$ cat config.mk
export PLATFORM = sky130hd
export DESIGN_NAME = base32_token_decoder
export DESIGN_NICKNAME = d
export VERILOG_FILES = /design/src/rtl/b32td_pkg.sv /design/src/rtl/base32_token_decoder.sv
export VERILOG_INCLUDE_DIRS = /design/src /design/src/rtl
export SDC_FILE = /design/constraint.sdc
export NUM_CORES = 1
export LEC_CHECK = 0
export ABC_AREA = 1
export BUFFER_PORTS_ARGS = -buffer_cell sky130_fd_sc_hd__buf_2
export CORE_ASPECT_RATIO = 1.1
export CORE_MARGIN = 5
export CORE_UTILIZATION = 58
export CTS_CLUSTER_DIAMETER = 60
export CTS_CLUSTER_SIZE = 8
export DETAILED_ROUTE_END_ITERATION = 8
export PLACE_DENSITY = 0.78
export SYNTH_ARGS = -nofsm -noshare
export SYNTH_HDL_FRONTEND = slang
export SYNTH_SLANG_ARGS = --single-unit
export TNS_END_PERCENT = 1
$ cat constraint.sdc
create_clock -name i_clk -period 15.2 [get_ports i_clk]
set_input_delay 3.04 -clock i_clk [delete_from_list [all_inputs] [get_ports i_clk]]
set_output_delay 3.04 -clock i_clk [all_outputs]
set_load 0.01 [all_outputs]
$ cat src/rtl/base32_token_decoder_macros.svh
// Assertion macros for the base32 token decoder.
// Used by base32_token_decoder.sv; no other dependencies.
`ifndef BASE32_TOKEN_DECODER_MACROS_SVH
`define BASE32_TOKEN_DECODER_MACROS_SVH

`ifndef SYNTHESIS
// same-cycle implication, disabled in reset
`define B32TD_ASSERT_IMP(label, clk, rst_n, ante, cons) \
    label: assert property (@(posedge clk) disable iff (!rst_n) (ante) |-> (cons)) \
        else $error("b32td: assertion failed");
// next-cycle implication, disabled in reset
`define B32TD_ASSERT_NXT(label, clk, rst_n, ante, cons) \
    label: assert property (@(posedge clk) disable iff (!rst_n) (ante) |=> (cons)) \
        else $error("b32td: assertion failed");
`else
`define B32TD_ASSERT_IMP(label, clk, rst_n, ante, cons)
`define B32TD_ASSERT_NXT(label, clk, rst_n, ante, cons)
`endif

`endif

$ cat src/rtl/b32td_pkg.sv
// Package for the base32 token decoder: sizes, status and register codes,
// and the Crockford symbol decode. No dependencies.
`timescale 1ns / 1ps

package b32td_pkg;

    localparam int MAC_WIDTH    = 20;
    localparam int PAYLOAD_BITS = 60;
    localparam int TOKEN_BITS   = PAYLOAD_BITS + MAC_WIDTH;
    localparam int SYMBOLS      = TOKEN_BITS / 5;
    localparam int CNT_W        = $clog2(SYMBOLS + 1);
    localparam int OUT_BITS     = 63 + MAC_WIDTH;
    localparam int OUT_W        = ((OUT_BITS + 7) / 8) * 8;

    localparam logic [3:0] TOKEN_VERSION = 4'd1;

    typedef enum logic [2:0] {
        ST_OK            = 3'd0,
        ST_BAD_CODE      = 3'd1,
        ST_BAD_VERSION   = 3'd2,
        ST_BAD_ACTION    = 3'd3,
        ST_WRONG_DATE    = 3'd4,
        ST_MINUTES_LIMIT = 3'd5
    } t_status;

    typedef enum logic [1:0] {
        CFG_CURRENT_DAY   = 2'd0,
        CFG_MAX_ADD_MIN   = 2'd1,
        CFG_TOKEN_MAX_MIN = 2'd2,
        CFG_ACCEPT_ACTION = 2'd3
    } t_cfg_idx;

    typedef struct packed {
        logic       valid;
        logic [4:0] value;
    } t_sym;

    // Crockford base32, case-insensitive; O reads as 0, I and L as 1, U is invalid
    function automatic t_sym sym_decode(input logic [7:0] c);
        logic [7:0] uc;
        t_sym       s;
        uc = c;
        if (c inside {[8'h61:8'h7a]}) begin
            uc = c - 8'd32;
        end
        s.valid = 1'b1;
        s.value = 5'd0;
        case (uc) inside
            [8'h30:8'h39]: s.value = 5'(uc - 8'h30);
            8'h4f:         s.value = 5'd0;
            8'h49, 8'h4c:  s.value = 5'd1;
            [8'h41:8'h48]: s.value = 5'(uc - 8'h41 + 8'd10);
            [8'h4a:8'h4b]: s.value = 5'(uc - 8'h4a + 8'd18);
            [8'h4d:8'h4e]: s.value = 5'(uc - 8'h4d + 8'd20);
            [8'h50:8'h54]: s.value = 5'(uc - 8'h50 + 8'd22);
            [8'h56:8'h5a]: s.value = 5'(uc - 8'h56 + 8'd27);
            default:       s.valid = 1'b0;
        endcase
        return s;
    endfunction

endpackage

$ cat src/rtl/base32_token_decoder.sv
// Base32 token decoder top level: character accumulation, token checks,
// config registers. Depends on b32td_pkg and base32_token_decoder_macros.svh.
`timescale 1ns / 1ps
`include "base32_token_decoder_macros.svh"

// Takes a token one character per word on the slave stream, skips separators
// ('-', space, tab, CR, LF), decodes Crockford base32 symbols into an 80-bit
// shift register, and on the word with tlast set emits one status word on the
// master stream with the unpacked version, action, minutes, day, nonce and the
// raw (unverified) MAC. A character is taken every cycle while s_axis_tready
// is high; the result passes through a snapshot stage, then the output register
// that holds the checks. Backpressure on the master side stalls input only when
// a finished token is waiting in the snapshot stage and the output is stalled.
// Config registers are written through i_cfg_we/i_cfg_idx/i_cfg_data and must
// only change while no token result is pending.
module base32_token_decoder (
    input  logic                             i_clk,
    input  logic                             i_rst_n,
    input  logic                             s_axis_tvalid,
    output logic                             s_axis_tready,
    input  logic [7:0]                       s_axis_tdata,  // ch[7:0]
    input  logic                             s_axis_tlast,  // last
    output logic                             m_axis_tvalid,
    input  logic                             m_axis_tready,
    // status[2:0], version[6:3], action[10:7], minutes[21:11], day_index[37:22],
    // nonce[62:38], mac[62+MAC_WIDTH:63], zero padding above
    output logic [b32td_pkg::OUT_W-1:0]      m_axis_tdata,
    input  logic                             i_cfg_we,
    input  logic [1:0]                       i_cfg_idx,
    input  logic [15:0]                      i_cfg_data
);

    // config registers
    logic [15:0] r_cfg_day;
    logic [15:0] r_cfg_max_add;
    logic [10:0] r_cfg_tok_max;
    logic [3:0]  r_cfg_action;

    // token accumulator
    logic [b32td_pkg::TOKEN_BITS-1:0] r_tok, n_tok;
    logic [b32td_pkg::CNT_W-1:0]      r_cnt, n_cnt;
    logic                             r_bad, n_bad;

    // finished token snapshot
    logic                             r_fin_vld;
    logic [b32td_pkg::TOKEN_BITS-1:0] r_snap_tok;
    logic                             r_snap_ok;

    // output register
    logic                             r_out_vld;
    b32td_pkg::t_status               r_out_status, n_out_status;
    logic [3:0]                       r_out_version, n_out_version;
    logic [3:0]                       r_out_action, n_out_action;
    logic [10:0]                      r_out_minutes, n_out_minutes;
    logic [15:0]                      r_out_day, n_out_day;
    logic [24:0]                      r_out_nonce, n_out_nonce;
    logic [b32td_pkg::MAC_WIDTH-1:0]  r_out_mac, n_out_mac;

    logic                             in_acc;
    logic                             out_free;
    logic                             is_sep;
    b32td_pkg::t_sym                  sym;
    logic [b32td_pkg::PAYLOAD_BITS-1:0] payload;
    logic [3:0]                       p_version;
    logic [3:0]                       p_action;
    logic [10:0]                      p_minutes;
    logic [15:0]                      p_day;
    logic [24:0]                      p_nonce;

    assign out_free      = !r_out_vld || m_axis_tready;
    assign s_axis_tready = !r_fin_vld || out_free;
    assign in_acc        = s_axis_tvalid && s_axis_tready;

    // config writes
    always_ff @(posedge i_clk) begin
        if (!i_rst_n) begin
            r_cfg_day     <= 16'd0;
            r_cfg_max_add <= 16'd0;
            r_cfg_tok_max <= 11'd2047;
            r_cfg_action  <= 4'd1;
        end else if (i_cfg_we) begin
            case (b32td_pkg::t_cfg_idx'(i_cfg_idx))
                b32td_pkg::CFG_CURRENT_DAY:   r_cfg_day     <= i_cfg_data;
                b32td_pkg::CFG_MAX_ADD_MIN:   r_cfg_max_add <= i_cfg_data;
                b32td_pkg::CFG_TOKEN_MAX_MIN: r_cfg_tok_max <= i_cfg_data[10:0];
                b32td_pkg::CFG_ACCEPT_ACTION: r_cfg_action  <= i_cfg_data[3:0];
                default: ;
            endcase
        end
    end

    // character decode and shift
    always_comb begin
        sym = b32td_pkg::sym_decode(s_axis_tdata);
        case (s_axis_tdata) inside
            8'h2d, 8'h20, 8'h09, 8'h0d, 8'h0a: is_sep = 1'b1;
            default:                           is_sep = 1'b0;
        endcase
        n_tok = r_tok;
        n_cnt = r_cnt;
        n_bad = r_bad;
        if (!is_sep) begin
            // extra symbols are flagged, not stored; after an error nothing shifts
            if (!sym.valid || r_cnt == b32td_pkg::CNT_W'(b32td_pkg::SYMBOLS)) begin
                n_bad = 1'b1;
            end else if (!r_bad) begin
                n_tok = {r_tok[b32td_pkg::TOKEN_BITS-6:0], sym.value};
                n_cnt = r_cnt + 1'b1;
            end
        end
    end

    always_ff @(posedge i_clk) begin
        if (!i_rst_n) begin
            r_tok <= '0;
            r_cnt <= '0;
            r_bad <= 1'b0;
        end else if (in_acc) begin
            if (s_axis_tlast) begin
                r_tok <= '0;
                r_cnt <= '0;
                r_bad <= 1'b0;
            end else begin
                r_tok <= n_tok;
                r_cnt <= n_cnt;
                r_bad <= n_bad;
            end
        end
    end

    // snapshot of a finished token
    always_ff @(posedge i_clk) begin
        if (!i_rst_n) begin
            r_fin_vld <= 1'b0;
        end else if (in_acc && s_axis_tlast) begin
            r_fin_vld <= 1'b1;
        end else if (out_free) begin
            r_fin_vld <= 1'b0;
        end
    end

    always_ff @(posedge i_clk) begin
        if (in_acc && s_axis_tlast) begin
            r_snap_tok <= n_tok;
            r_snap_ok  <= !n_bad && (n_cnt == b32td_pkg::CNT_W'(b32td_pkg::SYMBOLS));
        end
    end

    // unpack and check
    assign payload   = r_snap_tok[b32td_pkg::MAC_WIDTH +: b32td_pkg::PAYLOAD_BITS];
    assign p_nonce   = payload[24:0];
    assign p_day     = payload[40:25];
    assign p_minutes = payload[51:41];
    assign p_action  = payload[55:52];
    assign p_version = payload[59:56];

    always_comb begin
        n_out_status  = b32td_pkg::ST_BAD_CODE;
        n_out_version = 4'd0;
        n_out_action  = 4'd0;
        n_out_minutes = 11'd0;
        n_out_day     = 16'd0;
        n_out_nonce   = 25'd0;
        n_out_mac     = '0;
        if (r_snap_ok) begin
            n_out_version = p_version;
            n_out_action  = p_action;
            n_out_minutes = p_minutes;
            n_out_day     = p_day;
            n_out_nonce   = p_nonce;
            n_out_mac     = r_snap_tok[b32td_pkg::MAC_WIDTH-1:0];
            if (p_version != b32td_pkg::TOKEN_VERSION) begin
                n_out_status = b32td_pkg::ST_BAD_VERSION;
            end else if (p_action != r_cfg_action) begin
                n_out_status = b32td_pkg::ST_BAD_ACTION;
            end else if (p_minutes == 11'd0 || p_minutes > r_cfg_tok_max) begin
                n_out_status = b32td_pkg::ST_BAD_CODE;
            end else if (p_day != r_cfg_day) begin
                n_out_status = b32td_pkg::ST_WRONG_DATE;
            end else if ({5'd0, p_minutes} > r_cfg_max_add) begin
                n_out_status = b32td_pkg::ST_MINUTES_LIMIT;
            end else begin
                n_out_status = b32td_pkg::ST_OK;
            end
        end
    end

    always_ff @(posedge i_clk) begin
        if (!i_rst_n) begin
            r_out_vld <= 1'b0;
        end else if (out_free) begin
            r_out_vld <= r_fin_vld;
        end
    end

    always_ff @(posedge i_clk) begin
        if (out_free && r_fin_vld) begin
            r_out_status  <= n_out_status;
            r_out_version <= n_out_version;
            r_out_action  <= n_out_action;
            r_out_minutes <= n_out_minutes;
            r_out_day     <= n_out_day;
            r_out_nonce   <= n_out_nonce;
            r_out_mac     <= n_out_mac;
        end
    end

    assign m_axis_tvalid = r_out_vld;
    assign m_axis_tdata  = b32td_pkg::OUT_W'({r_out_mac, r_out_nonce, r_out_day, r_out_minutes,
                                              r_out_action, r_out_version, r_out_status});

    // symbol count never passes the token length
    `B32TD_ASSERT_IMP(a_cnt_bound, i_clk, i_rst_n, 1'b1,
        r_cnt <= b32td_pkg::CNT_W'(b32td_pkg::SYMBOLS))
    // a last character leaves a clean accumulator
    `B32TD_ASSERT_NXT(a_clear_after_last, i_clk, i_rst_n, in_acc && s_axis_tlast,
        r_cnt == '0 && !r_bad && r_tok == '0)
    // a waiting snapshot moves to the output when it is free
    `B32TD_ASSERT_NXT(a_snap_moves, i_clk, i_rst_n, r_fin_vld && out_free, r_out_vld)
    // an ok status carries nonzero minutes within the max-add limit
    `B32TD_ASSERT_IMP(a_ok_minutes, i_clk, i_rst_n,
        r_out_vld && r_out_status == b32td_pkg::ST_OK,
        r_out_minutes != 11'd0 && 16'(r_out_minutes) <= r_cfg_max_add)

endmodule

==> results by group <==
Worst setup path
  – Worst r2r src: r_fin_vld
  – R2r endpoint: r_snap_tok[78]
  – Reg2reg path depth: 7
  – Critical path arrival: 3780 ps
  – WP data required: 12160 ps
  – Worst setup SP type: input pin
  – Crit path kind: input pin to output pin
  – Largest stage delay, worst path: 160 ps
  – Crit-path slowest cell: buf_2
  – Bufs and invs on worst path: 4
  – Crit path max-delay family: buffers and inverters
  – Crit path capture type: output pin
  – Worst R2R Setup Slack: 12420 ps
  – Worst-path cell chain: buf_2 -> inv_1 -> nand2_1 -> nor2_1 -> inv_1 -> buf_2
  – Critical path fanouts, max: 3

Power
  – Power Dens Cells: 125 nW/µm²
  – Leakage power: 6.77 nW
  – Largest vdd supply drop: 87.9 µV

Yosys
  – Ys flop type: edfxtp_1
  – Number of synthesized flops with an enable pin: 164
  – Post-synthesis xor/xnor area fraction: 0.0182
  – Most area-consuming cells after synthesis: edfxtp_1 (37%), dfxtp_1 (20%), nand2_1 (16%), a21oi_1 (4.8%), inv_1 (4.8%)
  – Post-synthesis sequential area ratio: 0.566
  – Async set-reset flop share out of synthesis: 0
  – Compound-Gate Fraction of Synth Area: 0.0908
  – Mean post-synth cell area: 8.67 µm²
  – Area share of fa/ha/maj cells after synthesis: 0.0344
  – Yosys top cell by area: edfxtp_1
  – Yosys warnings: 0
  – Post-synthesis cell type count: 42
  – Mux contribution to synthesized area: 0
  – Post-synth top area share: 0.365
  – Cell count after synthesis: 1554
  – Simple-gate share of the synthesized area: 0.211
  – Synthesized flop and latch total: 299
  – Main combinational cell family by area after synthesis: simple AND/OR/NAND/NOR gates
  – Cell Area, Synth: 13500 µm²

Global route
  – Tot GR Track Use: 0.225
  – Largest net degree at the start of global routing: 90
  – Vias in the first global route: 10123
  – Global-route wire length before repair: 49.0 mm
  – Initial antenna violation count: 0
  – Grt ovf: 0

Clock tree
  – PostCTS Resize Cnt: 0
  – Clock Pin Slew Worst Setup and Hold Paths: 50 ps
  – Longest Clk Path Bufs: 3
  – Post-CTS Setup Inserts: 0
  – CTS Hold Buffers Added: 0
  – CTS sink cnt: 299
  – CTS Root Cell: clkbuf_16
  – Cts bufs inserted: 43
  – Clk_lat worst skew: 540 ps
  – CTS tree: done
  – Htree depth: 2

STA
  – Period utilization: 0.449
  – Tmin final: 6820 ps
  – Final WS setup: 8380 ps
  – Final setup fails: 0
  – Worst relative slew slack: 0.209
  – RSZ-0062 raised after global routing: false
  – Worst slew pin tran: 1190 ps
  – Skew final: 28.0 ps
  – Setup tns final: 0 ps
  – Final Max Tran Viols: 0
  – Fmax: 147 MHz
  – Final Hold Viols: 0

Cells and area
  – Post-layout util: 0.675
  – Most common cell after layout, fill and taps aside: nand2_1
  – Finished Layout Cells: 1986
  – Final-stage net count: 1723
  – Final Instance Area: 15400 µm²
  – Most frequent cells in the layout: nand2_1 (567), inv_1 (172), edfxtp_1 (164), dfxtp_1 (135), a21oi_1 (129)
  – Filler cell count in the final layout: 1818
  – Number of antenna diodes: 0
  – Area growth from synthesis to layout: 14.6%
  – Share of cells above drive strength 1: 0.128

Place
  – Post-DP HPWL: 19.3 mm
  – Port Buffers: 116
  – Placed inst area: 14200 µm²
  – GPL Wtd Cong: 0.899
  – Placed cell count: 1909
  – DP Worst Slack: 8330 ps

Floorplanning
  – CORE AREA: 22900 µm²
  – Die ar.: 26400 µm²
  – Io pins: 122
  – Initial Utilization: 0.589
  – Die Height: 170 µm
  – Die width: 155 µm
  – Row count: 58

Hold path
  – Hold path depth: 2
  – Hold EP: r_cfg_max_add[13]
  – Hold Startpoint: r_cfg_max_add[13]
  – Worst Hold Class: flip-flop to flip-flop

Routing
  – DRC: 0
  – Post-Route WL: 30.3 mm
  – Via density: 5.31
  – Initial DRC Count: 980
  – Via count: 10541
  – Antenna viol nets, final: 0
  – WL/cell: 15.3 µm
  – DRT Pass-1 Iters: 6

Job
  – Max-cap viol count: 0

Status
  – Status: finished clean
==> state kept, by name, summed over array words and instances, names as in the netlist, 3 cells and up <==
signal,flops
r_out_minutes,11
r_out_action,4
r_out_version,4
r_cfg_action,4
r_cnt,5
r_tok,80
r_out_nonce,25
r_cfg_max_add,16
r_snap_tok,80
r_cfg_day,16
r_out_day,16
r_out_status,3
r_cfg_tok_max,11
r_out_mac,20
==> cells in the mapped netlist, drive strengths merged, types with 20 or more instances <==
library cell  instances
dfxtp               135
xnor2                20
inv                 181
nand2               580
edfxtp              164
a21oi               130
clkbuf               45
nand3                35
o21ai                80
buf                  29
nor2                 55
ha                   37
==> power by group <==
part           internal [mW]  leakage [nW]  switching (mW)
Sequential             0.878          2.66          0.0132
Clock                  0.541         0.600           0.336
Combinational         0.0439          3.51           0.121
Total                   1.46          6.77           0.471
==> final cells by class <==
cell class | count | area (µm²) | share of cell area
clock buffers | 74 | 1210 | 0.0786
clock inverters | 3 | 55.1 | 0.00357
inverters | 182 | 688 | 0.0446
multi-input cells | 1003 | 4830 | 0.313
flip-flops and latches | 299 | 7630 | 0.494
well taps | 300 | 375 | 0.0243
repair buffers | 125 | 648 | 0.0420
==> tightest hold or removal path: cells and delay by family, from the launching register on <==
family          cells  cell delay (ps)
buf+inv             1               50
compound gates      1               50
flops               1              310
==> cell families after synthesis <==
| group | count (synthesis) |
|---|---|
| simple gates | 703 |
| xor+xnor | 28 |
| other cells | 1 |
| buf+inv | 256 |
| flops | 299 |
| compound gates | 230 |
| fa+ha+maj | 37 |
==> per-layer routing <==
layer	GRT usage	part of all wire	routed length, µm	vias up
met2	0.395	0.50	15200	355
met5	0	0	0	-
met3	0.0351	0.062	1870	73
met1	0.283	0.41	12300	4917
li1	-	-	-	5196
met4	0.0780	0.031	936	0
==> worst max path at each step <==
stage | depth (start not counted) | start | endpoint | slack, ps
after floorplan | 2 | m_axis_tready | r_out_action[0] | 7570
after global placement | 25 | s_axis_tdata[1] | r_snap_ok | 8380
after detailed placement | 25 | s_axis_tdata[1] | r_snap_ok | 8330
after CTS | 6 | m_axis_tready | s_axis_tready | 8390
after global routing | 6 | m_axis_tready | s_axis_tready | 8340
final | 6 | m_axis_tready | s_axis_tready | 8380
==> stage by stage <==
| step | power (mW) | hold slack, ps |
|---|---|---|
| after floorplan | 1.03 | 423 |
| after global placement | 1.07 | 433 |
| after detailed placement | 1.07 | 447 |
| after CTS | 1.94 | 457 |
| after global routing | 2.01 | 478 |
| final | 1.93 | 462 |
(Power assumes the default switching activity.)
